**src/rtl/bpf_pkg.sv**
```systemverilog
// ----------------------------------------------------------------------------
// bpf_pkg: background pixel fetch types and constants
// Result kinds, fetch phases and fixed video bus address fields.
// ----------------------------------------------------------------------------
package bpf_pkg;

  localparam int unsigned ADDR_W   = 14;
  localparam int unsigned COLOUR_W = 6;
  localparam int unsigned COORD_W  = 8;
  localparam int unsigned BYTE_W   = 8;
  localparam int unsigned KIND_W   = 2;
  localparam int unsigned NT_SEL_W = 2;
  localparam int unsigned CFG_W    = 2;

  // Register indexes on the config port
  localparam logic REG_NAMETABLE_SELECT  = 1'b0;
  localparam logic REG_BG_PATTERN_SELECT = 1'b1;

  // Request types on the input stream
  localparam logic REQ_PIXEL = 1'b0;
  localparam logic REQ_DATA  = 1'b1;

  // Nametable region starts at 0x2000: top two address bits are 2'b10
  localparam logic [1:0] NT_PREFIX   = 2'b10;
  // Attribute table sits at offset 0x3C0 inside a nametable
  localparam logic [3:0] ATTR_PREFIX = 4'b1111;
  // Palette RAM base 0x3F00
  localparam logic [ADDR_W-1:0] PALETTE_BASE = 14'h3F00;

  typedef enum logic [KIND_W-1:0] {
    KIND_READ   = 2'd0,
    KIND_COLOUR = 2'd1,
    KIND_IGNORE = 2'd2
  } kind_t;

  typedef enum logic [5:0] {
    PH_IDLE = 6'b000001,
    PH_TILE = 6'b000010,
    PH_LOW  = 6'b000100,
    PH_HIGH = 6'b001000,
    PH_ATTR = 6'b010000,
    PH_PAL  = 6'b100000
  } phase_t;

  typedef struct packed {
    logic [COORD_W-1:0]  out_y;
    logic [COORD_W-1:0]  out_x;
    logic [COLOUR_W-1:0] colour_index;
    logic [ADDR_W-1:0]   read_address;
    kind_t               result_kind;
  } result_t;

endpackage

```
**src/rtl/background_pixel_fetch_core.sv**
```systemverilog
// ----------------------------------------------------------------------------
// background_pixel_fetch_core: per-pixel background fetch engine
// Turns a pixel request into a chain of video bus reads and a colour index.
// ----------------------------------------------------------------------------
// A pixel request (s_tuser = 0) returns the nametable read address; the user
// then feeds each byte read back as a data word (s_tuser = 1) and gets the
// next address: pattern low plane, pattern high plane, attribute byte,
// palette entry. The data word carrying the palette byte returns the finished
// 6-bit colour (kind 1). Every input word yields exactly one output word.
// A request while a fetch is in progress, or data while idle, returns an
// ignored word (kind 2) and leaves the fetch untouched. The address logic is
// only bit fields and an OR into the palette base, sitting between the input
// handshake and the output register, so one word per clock is sustained
// while s_tready is high. A two-entry output stage (output register plus
// skid) lets the core take a new word while a result still waits downstream;
// s_tready drops only when both entries are full. Config writes apply at the
// next address issued and should be made while the stream is idle.
// ----------------------------------------------------------------------------
module background_pixel_fetch_core
  import bpf_pkg::*;
(
  input  logic        clk,
  input  logic        rst,
  // config write port
  input  logic        cfg_we,
  input  logic        cfg_index,
  input  logic [CFG_W-1:0] cfg_data,
  // input stream
  input  logic        s_tvalid,
  output logic        s_tready,
  input  logic [23:0] s_tdata,   // pixel_x[7:0], pixel_y[15:8], read_data[23:16]
  input  logic        s_tuser,   // req_type
  // output stream
  output logic        m_tvalid,
  input  logic        m_tready,
  output logic [39:0] m_tdata,   // read_address[13:0], colour_index[19:14],
                                 // out_x[27:20], out_y[35:28], zero[39:36]
  output logic [1:0]  m_tuser    // result_kind
);

  // config registers
  logic [NT_SEL_W-1:0] nametable_select;
  logic                bg_pattern_select;

  // fetch state
  phase_t             phase, phase_next;
  logic [COORD_W-1:0] held_x, held_x_next;
  logic [COORD_W-1:0] held_y, held_y_next;
  logic [BYTE_W-1:0]  tile_number, tile_number_next;
  logic               plane_low_bit, plane_low_bit_next;
  logic [1:0]         pixel_value, pixel_value_next;

  // output stage
  result_t out_word, skid_word, new_word;
  logic    skid_valid;

  logic [COORD_W-1:0] in_x, in_y;
  logic [BYTE_W-1:0]  in_data;
  logic               accept, take;
  logic [1:0]         group;
  logic               plane_bit;

  assign in_x    = s_tdata[7:0];
  assign in_y    = s_tdata[15:8];
  assign in_data = s_tdata[23:16];

  assign s_tready = !skid_valid;
  assign accept   = s_tvalid && s_tready;
  assign take     = m_tvalid && m_tready;

  // pattern bit of this pixel's column: bit 7 is the leftmost pixel
  assign plane_bit = in_data[~held_x[2:0]];
  // attribute quadrant: two bits per 16x16 area, y half picks the nibble
  assign group = in_data[{held_y[4], held_x[4], 1'b0} +: 2];

  always_comb begin
    phase_next         = phase;
    held_x_next        = held_x;
    held_y_next        = held_y;
    tile_number_next   = tile_number;
    plane_low_bit_next = plane_low_bit;
    pixel_value_next   = pixel_value;

    new_word.result_kind  = KIND_IGNORE;
    new_word.read_address = '0;
    new_word.colour_index = '0;

    case (phase)
      PH_TILE: begin
        if (s_tuser == REQ_DATA) begin
          tile_number_next      = in_data;
          phase_next            = PH_LOW;
          new_word.result_kind  = KIND_READ;
          new_word.read_address = {1'b0, bg_pattern_select, in_data, 1'b0, held_y[2:0]};
        end
      end
      PH_LOW: begin
        if (s_tuser == REQ_DATA) begin
          plane_low_bit_next    = plane_bit;
          phase_next            = PH_HIGH;
          new_word.result_kind  = KIND_READ;
          new_word.read_address = {1'b0, bg_pattern_select, tile_number, 1'b1,
                                   held_y[2:0]};
        end
      end
      PH_HIGH: begin
        if (s_tuser == REQ_DATA) begin
          pixel_value_next      = {plane_bit, plane_low_bit};
          phase_next            = PH_ATTR;
          new_word.result_kind  = KIND_READ;
          new_word.read_address = {NT_PREFIX, nametable_select, ATTR_PREFIX,
                                   held_y[7:5], held_x[7:5]};
        end
      end
      PH_ATTR: begin
        if (s_tuser == REQ_DATA) begin
          phase_next           = PH_PAL;
          new_word.result_kind = KIND_READ;
          // value 0 always reads the universal background entry
          if (pixel_value != 2'd0)
            new_word.read_address = PALETTE_BASE | {{(ADDR_W-4){1'b0}}, group, pixel_value};
          else
            new_word.read_address = PALETTE_BASE;
        end
      end
      PH_PAL: begin
        if (s_tuser == REQ_DATA) begin
          phase_next            = PH_IDLE;
          new_word.result_kind  = KIND_COLOUR;
          new_word.colour_index = in_data[COLOUR_W-1:0];
        end
      end
      default: begin
        // idle, and any stray code behaves as idle
        if (s_tuser == REQ_PIXEL) begin
          held_x_next           = in_x;
          held_y_next           = in_y;
          phase_next            = PH_TILE;
          new_word.result_kind  = KIND_READ;
          new_word.read_address = {NT_PREFIX, nametable_select, in_y[7:3], in_x[7:3]};
        end
      end
    endcase

    new_word.out_x = held_x_next;
    new_word.out_y = held_y_next;
  end

  // config writes
  always_ff @(posedge clk) begin
    if (rst) begin
      nametable_select  <= '0;
      bg_pattern_select <= 1'b0;
    end else if (cfg_we) begin
      case (cfg_index)
        REG_NAMETABLE_SELECT:  nametable_select  <= cfg_data[NT_SEL_W-1:0];
        REG_BG_PATTERN_SELECT: bg_pattern_select <= cfg_data[0];
        default: ;
      endcase
    end
  end

  // fetch state
  always_ff @(posedge clk) begin
    if (rst) begin
      phase         <= PH_IDLE;
      held_x        <= '0;
      held_y        <= '0;
      tile_number   <= '0;
      plane_low_bit <= 1'b0;
      pixel_value   <= '0;
    end else if (accept) begin
      phase         <= phase_next;
      held_x        <= held_x_next;
      held_y        <= held_y_next;
      tile_number   <= tile_number_next;
      plane_low_bit <= plane_low_bit_next;
      pixel_value   <= pixel_value_next;
    end
  end

  // output register with skid entry
  always_ff @(posedge clk) begin
    if (rst) begin
      m_tvalid   <= 1'b0;
      skid_valid <= 1'b0;
    end else if (!m_tvalid || take) begin
      if (skid_valid) begin
        m_tvalid   <= 1'b1;
        skid_valid <= 1'b0;
      end else begin
        m_tvalid <= accept;
      end
    end else if (accept) begin
      skid_valid <= 1'b1;
    end
  end

  always_ff @(posedge clk) begin
    if (!m_tvalid || take) begin
      if (skid_valid)
        out_word <= skid_word;
      else if (accept)
        out_word <= new_word;
    end else if (accept) begin
      skid_word <= new_word;
    end
  end

  assign m_tuser = out_word.result_kind;
  assign m_tdata = {4'b0000, out_word.out_y, out_word.out_x, out_word.colour_index,
                    out_word.read_address};

endmodule

```
**config.mk**
```make
export PLATFORM = sky130hd
export DESIGN_NAME = background_pixel_fetch_core
export DESIGN_NICKNAME = d
export VERILOG_FILES = /design/src/rtl/bpf_pkg.sv /design/src/rtl/background_pixel_fetch_core.sv
export SDC_FILE = /design/constraint.sdc
export NUM_CORES = 1
export LEC_CHECK = 0
export ABC_AREA = 1
export BUFFER_PORTS_ARGS = -buffer_cell sky130_fd_sc_hd__buf_4
export CAP_MARGIN = 20
export CORE_MARGIN = 2
export CORE_UTILIZATION = 52
export CTS_CLUSTER_DIAMETER = 200
export DETAILED_ROUTE_END_ITERATION = 8
export HOLD_SLACK_MARGIN = 0.1
export PLACE_DENSITY = 0.76
export SKIP_LAST_GASP = 1
export SYNTH_ARGS = -nofsm -noshare
export SYNTH_HDL_FRONTEND = slang
export SYNTH_SLANG_ARGS = --single-unit
```
**constraint.sdc**
```tcl
create_clock -name clk -period 2.65 [get_ports clk]
set_input_delay 0.3975 -clock clk [delete_from_list [all_inputs] [get_ports clk]]
set_output_delay 0.3975 -clock clk [all_outputs]
set_load 0.005 [all_outputs]
```
==> results.cfg, run 1 <==
[outcome]
status = completed

[global_routing]
grt_overflow_total = 0
grt_pass1_wl_um = 22900
grt_pass1_vias = 4728
grtUsageTotal = 0.259
grt_max_degree = 40
grt_antenna_before_repair = 0

[placed_design]
dp.cells = 860
routabilityCongestion = 0.956
port_buffers = 72
dp_hpwl_um = 9670

[yosys]
ys_seq_area_frac = 0.543
avgSynthCellArea_um2 = 8.31
synthSimpleGateAreaFrac = 0.307
synth_top_family_by_area = simple AND/OR/NAND/NOR gates
synth_mux_area_frac = 0
yosysWarnings = 0
ys_ff_latch = 114
syn_area_um2 = 5610
synth_compound_area_frac = 0.0741
synth.distinct_cells = 33
synthAdderAreaFrac = 0
synthCells = 675
synth-xor-area-share = 0

[die]
std_cell_rows = 37
initial_core_util = 0.538
die_h_um = 108
core_area_um2 = 10400
fp.dieW_um = 108
die_area_um2 = 11600
io_pins = 77

[detailed_routing]
viasPerCell = 5.49
drt_iter0_drc = 470
vias = 4907
drc = 0
finalWirelength_um = 14100
wire_per_inst_um = 15.8
ant_nets = 0
drt_pass1_iterations = 5

[critical_path]
crit_arrival_ns = 2.61
worstSetupStartpoint = phase[2]
critPathKind = flop to flop
r2r_cells = 9
critPathMaxFanout = 29
rrSetupSlack_ns = 0.31
setup.worst_path.end = m_tdata[25]
end_kind = flop
worstSetupStartpointType = flop
critical_path_required_ns = 2.92
r2r_start = phase[2]
rr_endpoint = m_tdata[25]

[job]
maxCapViolCount = 0

[timing]
relSlewSlack = 0.522
rsz0062_at_grt = false
hold_violations = 0
finalSetupViolCount = 0
worst_pin_slew_ns = 0.716
finalMaxSlewViolations = 0
period_needed_ns = 2.34
clock_skew_ns = 0.00780
fmax_ghz = 0.427
tns_ns = 0
post-route-period-util = 0.885
hold_ws_ns = 0.121

[finish]
drive_gt1_frac = 0.189
postLayoutCoreUtil = 0.652
layout_common_cells = nand2_1, buf_4, edfxtp_1
antenna_cells = 0
area_delta_synth_final_pct = 21.0
layout_commonest_cell = nand2_1
layout.cells.non_filler = 893
finalNetCount = 777

[clock_tree]
clkLatencyLatePin_ns = 0.51
path_clk_slew_ns = 0.05
clkSinkCount = 114
ctsRootBufferMaster = clkbuf_8
clock_path_buffers = 2
cts_tree = yes
cts_inserted_buffers = 17
cts_resized = 0
htreeDepth = 4

[power]
powerDensity_nw_per_um2 = 735
leakage_uw = 0.00315
vdd_drop_max_mv = 0.402

[worst_hold_path]
min_path_type = primary input to flop
==> logic make-up after synthesis <==
group | after synthesis
buffers and inverters | 94
AO/OA/AOI/OAI | 73
AND/OR/NAND/NOR | 393
other | 1
flip-flops | 114
==> area by class of cell <==
| type | instances | area (um2) |
|---|---|---|
| clock inverter | 11 | 135 |
| inverter | 60 | 225 |
| timing repair buffer | 81 | 611 |
| clock buffer | 21 | 439 |
| tap | 136 | 170 |
| multi-input combinational | 470 | 2160 |
| fill | 869 | 3630 |
| sequential | 114 | 3040 |
==> metrics by stage <==
stage | setup slack, ns | area, um2 | power (uW)
floorplan | 0.366 | 5620 | 2550
global placement | 0.409 | 6200 | 2770
detailed placement | 0.369 | 6200 | 2790
CTS | 0.340 | 6790 | 5000
global route | 0.164 | 6790 | 5180
finish | 0.306 | 6790 | 4990
==> how the worst min path moves through the flow <==
stage	startpoint	cells after the start	endpoint	slack, ns
6_report	cfg_data[0]	3	nametable_select[0]	0.12
5_1_grt	cfg_data[0]	3	nametable_select[0]	0.15
4_1_cts	cfg_data[0]	3	nametable_select[0]	0.11
3_5_place_dp	tile_number[5]	2	tile_number[5]	0.48
3_3_place_gp	bg_pattern_select	2	bg_pattern_select	0.46
2_1_floorplan	bg_pattern_select	2	bg_pattern_select	0.44
==> flip-flops by register name (all words and copies together) (netlist names) <==
signal,cells
nametable_select,2
plane_low_bit,1
pixel_value,2
m_tvalid,1
held_x,8
held_y,8
m_tuser,2
phase,6
skid_word,38
bg_pattern_select,1
m_tdata,36
skid_valid,1
tile_number,8
==> layer usage <==
layer,routed length (um),track usage
met2,6610,0.421
met1,5960,0.336
met4,250,0.0952
met3,1260,0.0642
met5,0,0
==> synth_stat cells, drive strengths merged <==
library cell | instances | area, um2
nand4 | 9 | 56.3
dfxtp | 38 | 761
a21oi | 25 | 125
nor3 | 4 | 20.0
nor2 | 74 | 322
o211ai | 1 | 7.51
o21ai | 34 | 178
buf | 17 | 133
edfxtp | 76 | 2280
a211oi | 7 | 67.6
clkbuf | 17 | 63.8
inv | 59 | 221
conb | 1 | 3.75
o22ai | 2 | 12.5
nand3 | 56 | 350
a31oi | 4 | 25.0
nand2 | 246 | 941
nand3b | 4 | 33.8
clkinv | 1 | 3.75
==> power by group <==
group	internal (uW)	switching (uW)
clock	1450	774
combinational	243	417
sequential	2040	60.5
total	3730	1250
==> worst max-delay path, cell delays in order (launching register included) <==
cell,delay (ns)
dfxtp_1,0.42
nor2_4,0.08
nand3_1,0.19
nand2_1,0.13
inv_2,0.53
nand2_4,0.32
nand2_1,0.15
nand2_1,0.11
nand2_1,0.08
nand2_1,0.05
==> timing repair <==
action / in CTS / in global routing
hold buffers: 1 / 0
hold endpoints to repair: 1 / 0
buffers inserted: 0 / 0
Power figures use the tool's default switching activity.
==> run 2, diff against run 1 <==
==> constraint.sdc (replaced) <==
create_clock -name clk -period 2.65 [get_ports clk]
set_input_delay 0.1325 -clock clk [delete_from_list [all_inputs] [get_ports clk]]
set_output_delay 0.1325 -clock clk [all_outputs]
set_load 0.005 [all_outputs]
==> run 2 against run 1 <==
  * Die area did not move
  * Clock power is 6% higher
  * Register-to-register slack got worse by 0.11 ns
  * Critical path depth is 2 lower
  * Combinational power is 6.8% higher
  * Cell count grew 4.6%
  * Clock skew rose by 0.00080 ns
  * Critical path type unchanged
  * Highest routed layer unchanged
==> results.cfg, run 2 (synthesis results as in run 1) <==
[outcome]
status = completed

[finish]
area_delta_synth_final_pct = 29.0
regMostFlops = skid_word
largest_register_ffs = 38
layout_commonest_cell = nand2_1
layout_common_cells = nand2_1, buf_4, edfxtp_1
n_fill_cell = 798
layout.cells.non_filler = 934
finalNetCount = 818
drive_gt1_frac = 0.180
antenna_cells = 0

[detailed_routing]
finalWirelength_um = 14900
drt_iter0_drc = 524
drc = 0
drt_pass1_iterations = 5
vias = 5124
ant_nets = 0
viasPerCell = 5.49
wire_per_inst_um = 16.0

[critical_path]
worstSetupStartpointType = flop
critPathMaxFanout = 14
end_kind = flop
rrSetupSlack_ns = 0.20
cp_num_buf_inv = 3
critical_path_required_ns = 3.11
cp_slowest_stage_delay_ns = 0.59
cp_slowest_cell = dlygate4sd3_1
critPathKind = flop to flop
rr_endpoint = tile_number[2]
r2r_start = skid_valid
path_cells = inv_1 > nand2_1 > buf_4 > nor2_4 > nor2_1 > a211oi_1 > dlygate4sd3_1
crit_family = buffers and inverters
crit_arrival_ns = 2.91
r2r_cells = 7

[global_routing]
grt_overflow_total = 0
grt_pass1_wl_um = 24800
grt_max_degree = 40
grt_pass1_vias = 5053
grtUsageTotal = 0.277
grt_antenna_before_repair = 0

[placed_design]
routabilityCongestion = 0.881
dp_hpwl_um = 9810
dp.cells = 860
port_buffers = 72

[clock_tree]
htreeDepth = 4
ctsRootBufferMaster = clkbuf_8
cts_setup_buffers = 0
cts_tree = yes
path_clk_slew_ns = 0.06
cts_inserted_buffers = 17
clock_path_buffers = 2
clkSinkCount = 114
clkLatencyLatePin_ns = 0.52

[worst_hold_path]
hp-start = s_tdata[10]
whs_endpoint = held_y[2]
min_path_cells = 7
min_path_type = primary input to flop

[die]
initial_core_util = 0.538
io_pins = 77
core_area_um2 = 10400
die_h_um = 108
die_area_um2 = 11600
fp.dieW_um = 108
std_cell_rows = 37

[timing]
fmax_ghz = 0.408
post-route-period-util = 0.924
relSlewSlack = 0.535
finalMaxSlewViolations = 0
rsz0062_at_grt = false
hold_violations = 0
finalSetupViolCount = 0
tns_ns = 0
clock_skew_ns = 0.00860
period_needed_ns = 2.45
worst_pin_slew_ns = 0.697

[power]
comb_power_share = 0.137
vdd_drop_max_mv = 0.318
sw_frac_of_total = 0.246
powerDensity_nw_per_um2 = 713
clockPowerShare = 0.455
p_switching_uw = 1270
intPower_uw = 3890
p_seq_frac = 0.408
leakage_uw = 0.00336

[job]
maxCapViolCount = 0
-- run 2: worst max path at each step --
stage                    start              to  slack (ns)  depth (start not counted)
floorplan           skid_valid    skid_word[0]        0.37                          4
global placement      phase[2]     m_tdata[32]        0.56                          9
detailed placement    phase[3]     m_tdata[32]        0.50                         10
CTS                   phase[2]       held_y[0]        0.12                         10
global route          phase[2]       held_y[0]        0.05                         10
finish              skid_valid  tile_number[2]        0.20                          7
-- run 2: cell type report --
| type | count | area (um2) | area share |
|---|---|---|---|
| flip-flops and latches | 114 | 3040 | 0.421 |
| multi-input cells | 470 | 2160 | 0.299 |
| repair buffers | 122 | 1020 | 0.141 |
| clock buffers | 21 | 449 | 0.0621 |
| inverters | 60 | 228 | 0.0315 |
| well taps | 136 | 170 | 0.0235 |
| clock inverters | 11 | 159 | 0.0220 |
-- run 2: what timing repair did --
item	in CTS	in global routing
hold endpoints to repair	31	0
resized for setup	0	2
hold buffers	42	0
setup endpoints to repair	0	2
-- run 2: stage by stage --
step	instance area, um2	utilization	power [uW]	setup slack, ns	hold WS (ns)
floorplan	5620	-	2550	0.366	0.267
global route	7230	0.694	5350	0.0487	0.164
CTS	7230	0.694	5160	0.115	0.113
global placement	6200	0.595	2770	0.560	0.358
detailed placement	6200	0.595	2790	0.502	0.373
finish	7230	0.694	5160	0.200	0.140
-- run 2: worst min-delay path: stages --
cell and delay (ns):
buf_4 0.08, nand2_1 0.04, o21ai_0 0.11, nand3_2 0.09, nand3_1 0.08, nand2_1 0.05
inv_1 0.04
-- run 2: layer usage --
layer / vias to the layer above / global-route usage / share of wire
li1: 2420 / - / -
met1: 2399 / 0.361 / 0.41
met2: 267 / 0.454 / 0.48
met3: 38 / 0.0599 / 0.082
met4: 0 / 0.101 / 0.023
met5: - / 0 / 0
-- run 2: power groups by stage --
stage,Sequential [uW],Clock [uW],Combinational (uW)
finish,2110,2350,705
global route,2120,2440,789
CTS,2100,2360,698
detailed placement,2140,0,648
global placement,2130,0,631
floorplan,2130,0,414
==> run 3, diff against run 2 <==
- CORE_MARGIN: 2 -> 5
==> run 3 against run 2 <==
  * Cell count is 0.64% higher
  * Utilization shrank 1.9 points
  * Setup slack got worse by 0.017 ns
  * Register-to-register slack lost 0.02 ns
  * Sequential share of layout area is essentially flat
  * Critical path depth increased by 2
  * Via count decreased by 2.3%
  * Critical path type unchanged
  * Largest power group unchanged
  * Highest routed layer unchanged
==> results.cfg, run 3 (synthesis results as in run 1) <==
[die]
fp.dieW_um = 114
die_h_um = 114
io_pins = 77
die_area_um2 = 13000
std_cell_rows = 38
initial_core_util = 0.524
core_area_um2 = 10700

[detailed_routing]
viasPerCell = 5.32
drt_iter0_drc = 589
drc = 0
wire_per_inst_um = 15.9
drt_pass1_iterations = 5
finalWirelength_um = 14900
vias = 5004
ant_nets = 0

[finish]
seqCellArea_um2 = 3040
layout_common_cells = nand2_1, buf_4, edfxtp_1
antenna_cells = 0
layout_commonest_cell = nand2_1
regMostFlops = skid_word
n_fill_cell = 890
largest_register_ffs = 38
multi_input_area_um2 = 2160
finalNetCount = 820
drive_gt1_frac = 0.180
layout.cells.non_filler = 940
area_delta_synth_final_pct = 28.9

[critical_path]
cp_slowest_stage_delay_ns = 0.56
cp_num_buf_inv = 5
end_kind = flop
critPathMaxFanout = 21
critical_path_required_ns = 3.07
worstSetupStartpointType = flop
path_cells = inv_1 > nand2_1 > buf_4 > inv_1 > nor2_1 > nor2_1 > nand2_1 > dlygate4sd3_1 > inv_1
cpMostUsedCell = inv_1
cp_slowest_cell = dlygate4sd3_1
critPathKind = flop to flop
crit_arrival_ns = 2.88
crit_family = buffers and inverters

[global_routing]
grt_max_degree = 40
grt_antenna_before_repair = 0
grtUsageTotal = 0.241
grt_pass1_wl_um = 24300
grt_pass1_vias = 4904
grt_overflow_total = 0

[timing]
worst_pin_slew_ns = 0.712
finalSetupViolCount = 0
rsz0062_at_grt = false
tns_ns = 0
clock_skew_ns = 0.00876
finalMaxSlewViolations = 0
fmax_ghz = 0.405
post-route-period-util = 0.931
period_needed_ns = 2.47
relSlewSlack = 0.525
hold_ws_ns = 0.120
hold_violations = 0

[power]
sw_frac_of_total = 0.257
intPower_uw = 3680
leakage_uw = 0.00336
vdd_drop_max_mv = 0.406
powerDensity_nw_per_um2 = 685
comb_power_share = 0.144
p_seq_frac = 0.425
p_switching_uw = 1270
clockPowerShare = 0.431

[clock_tree]
path_clk_slew_ns = 0.06
clock_path_buffers = 2
htreeDepth = 4
clkSinkCount = 114
clkLatencyLatePin_ns = 0.52
cts_tree = yes
cts_inserted_buffers = 17
ctsRootBufferMaster = clkbuf_8
cts_setup_buffers = 0

[placed_design]
port_buffers = 72
dp_hpwl_um = 9960
dp.cells = 864
routabilityCongestion = 0.923

[outcome]
status = completed

[job]
maxCapViolCount = 0

[worst_hold_path]
min_path_type = primary input to flop
[run 3: per-stage QoR]
| step | area, um2 | setup slack [ns] | utilization | total power (uW) |
|---|---|---|---|---|
| after floorplan | 5620 | 0.366 | - | 2550 |
| after global placement | 6230 | 0.552 | 0.583 | 2780 |
| after detailed placement | 6230 | 0.498 | 0.583 | 2800 |
| after CTS | 7210 | 0.136 | 0.674 | 4960 |
| after global routing | 7230 | 0.0387 | 0.676 | 5150 |
| final | 7230 | 0.184 | 0.676 | 4950 |
[run 3: power groups by stage]
stage,sequential (uW),combinational [uW],clock [uW]
floorplan,2130,414,0
global placement,2130,644,0
detailed placement,2140,656,0
CTS,2100,706,2140
global route,2120,789,2240
finish,2110,712,2130
[run 3: timing repair]
item / 4_1_cts / 5_1_grt
resized for setup: 0 / 2
setup endpoints to repair: 0 / 1
endpoints found under the hold margin: 37 / 1
hold buffers: 43 / 1
[run 3: layout make-up]
cell class | instances | area share
Clock inverter | 11 | 0.0156
Inverter | 60 | 0.0315
Multi-Input combinational cell | 470 | 0.299
Clock buffer | 21 | 0.0608
Sequential cell | 114 | 0.421
Tap cell | 140 | 0.0242
Timing Repair Buffer | 124 | 0.148
[run 3: final timing paths]
path                 start             end  slack (ns)  cells past startpoint
max reg2reg     skid_valid       held_y[0]        0.18                      9
min             s_tdata[2]       held_x[2]        0.12                      7
min reg2reg  plane_low_bit  pixel_value[0]        0.50                      2
max             skid_valid       held_y[0]        0.18                      9
[run 3: worst register-to-register path, cell delays in order (launching register included)]
cell and delay, ns:
dfxtp_1 0.54, inv_1 0.11, nand2_1 0.13, buf_4 0.28, inv_1 0.38, nor2_1 0.19, nor2_1 0.05, nand2_1 0.08
dlygate4sd3_1 0.56, inv_1 0.04
[run 3: layer usage]
layer	GRT usage	wire length, um	up-vias
met5	0	0	-
met1	0.309	6510	2367
li1	-	-	2426
met4	0.0800	226	0
met3	0.0631	1010	23
met2	0.398	7170	188
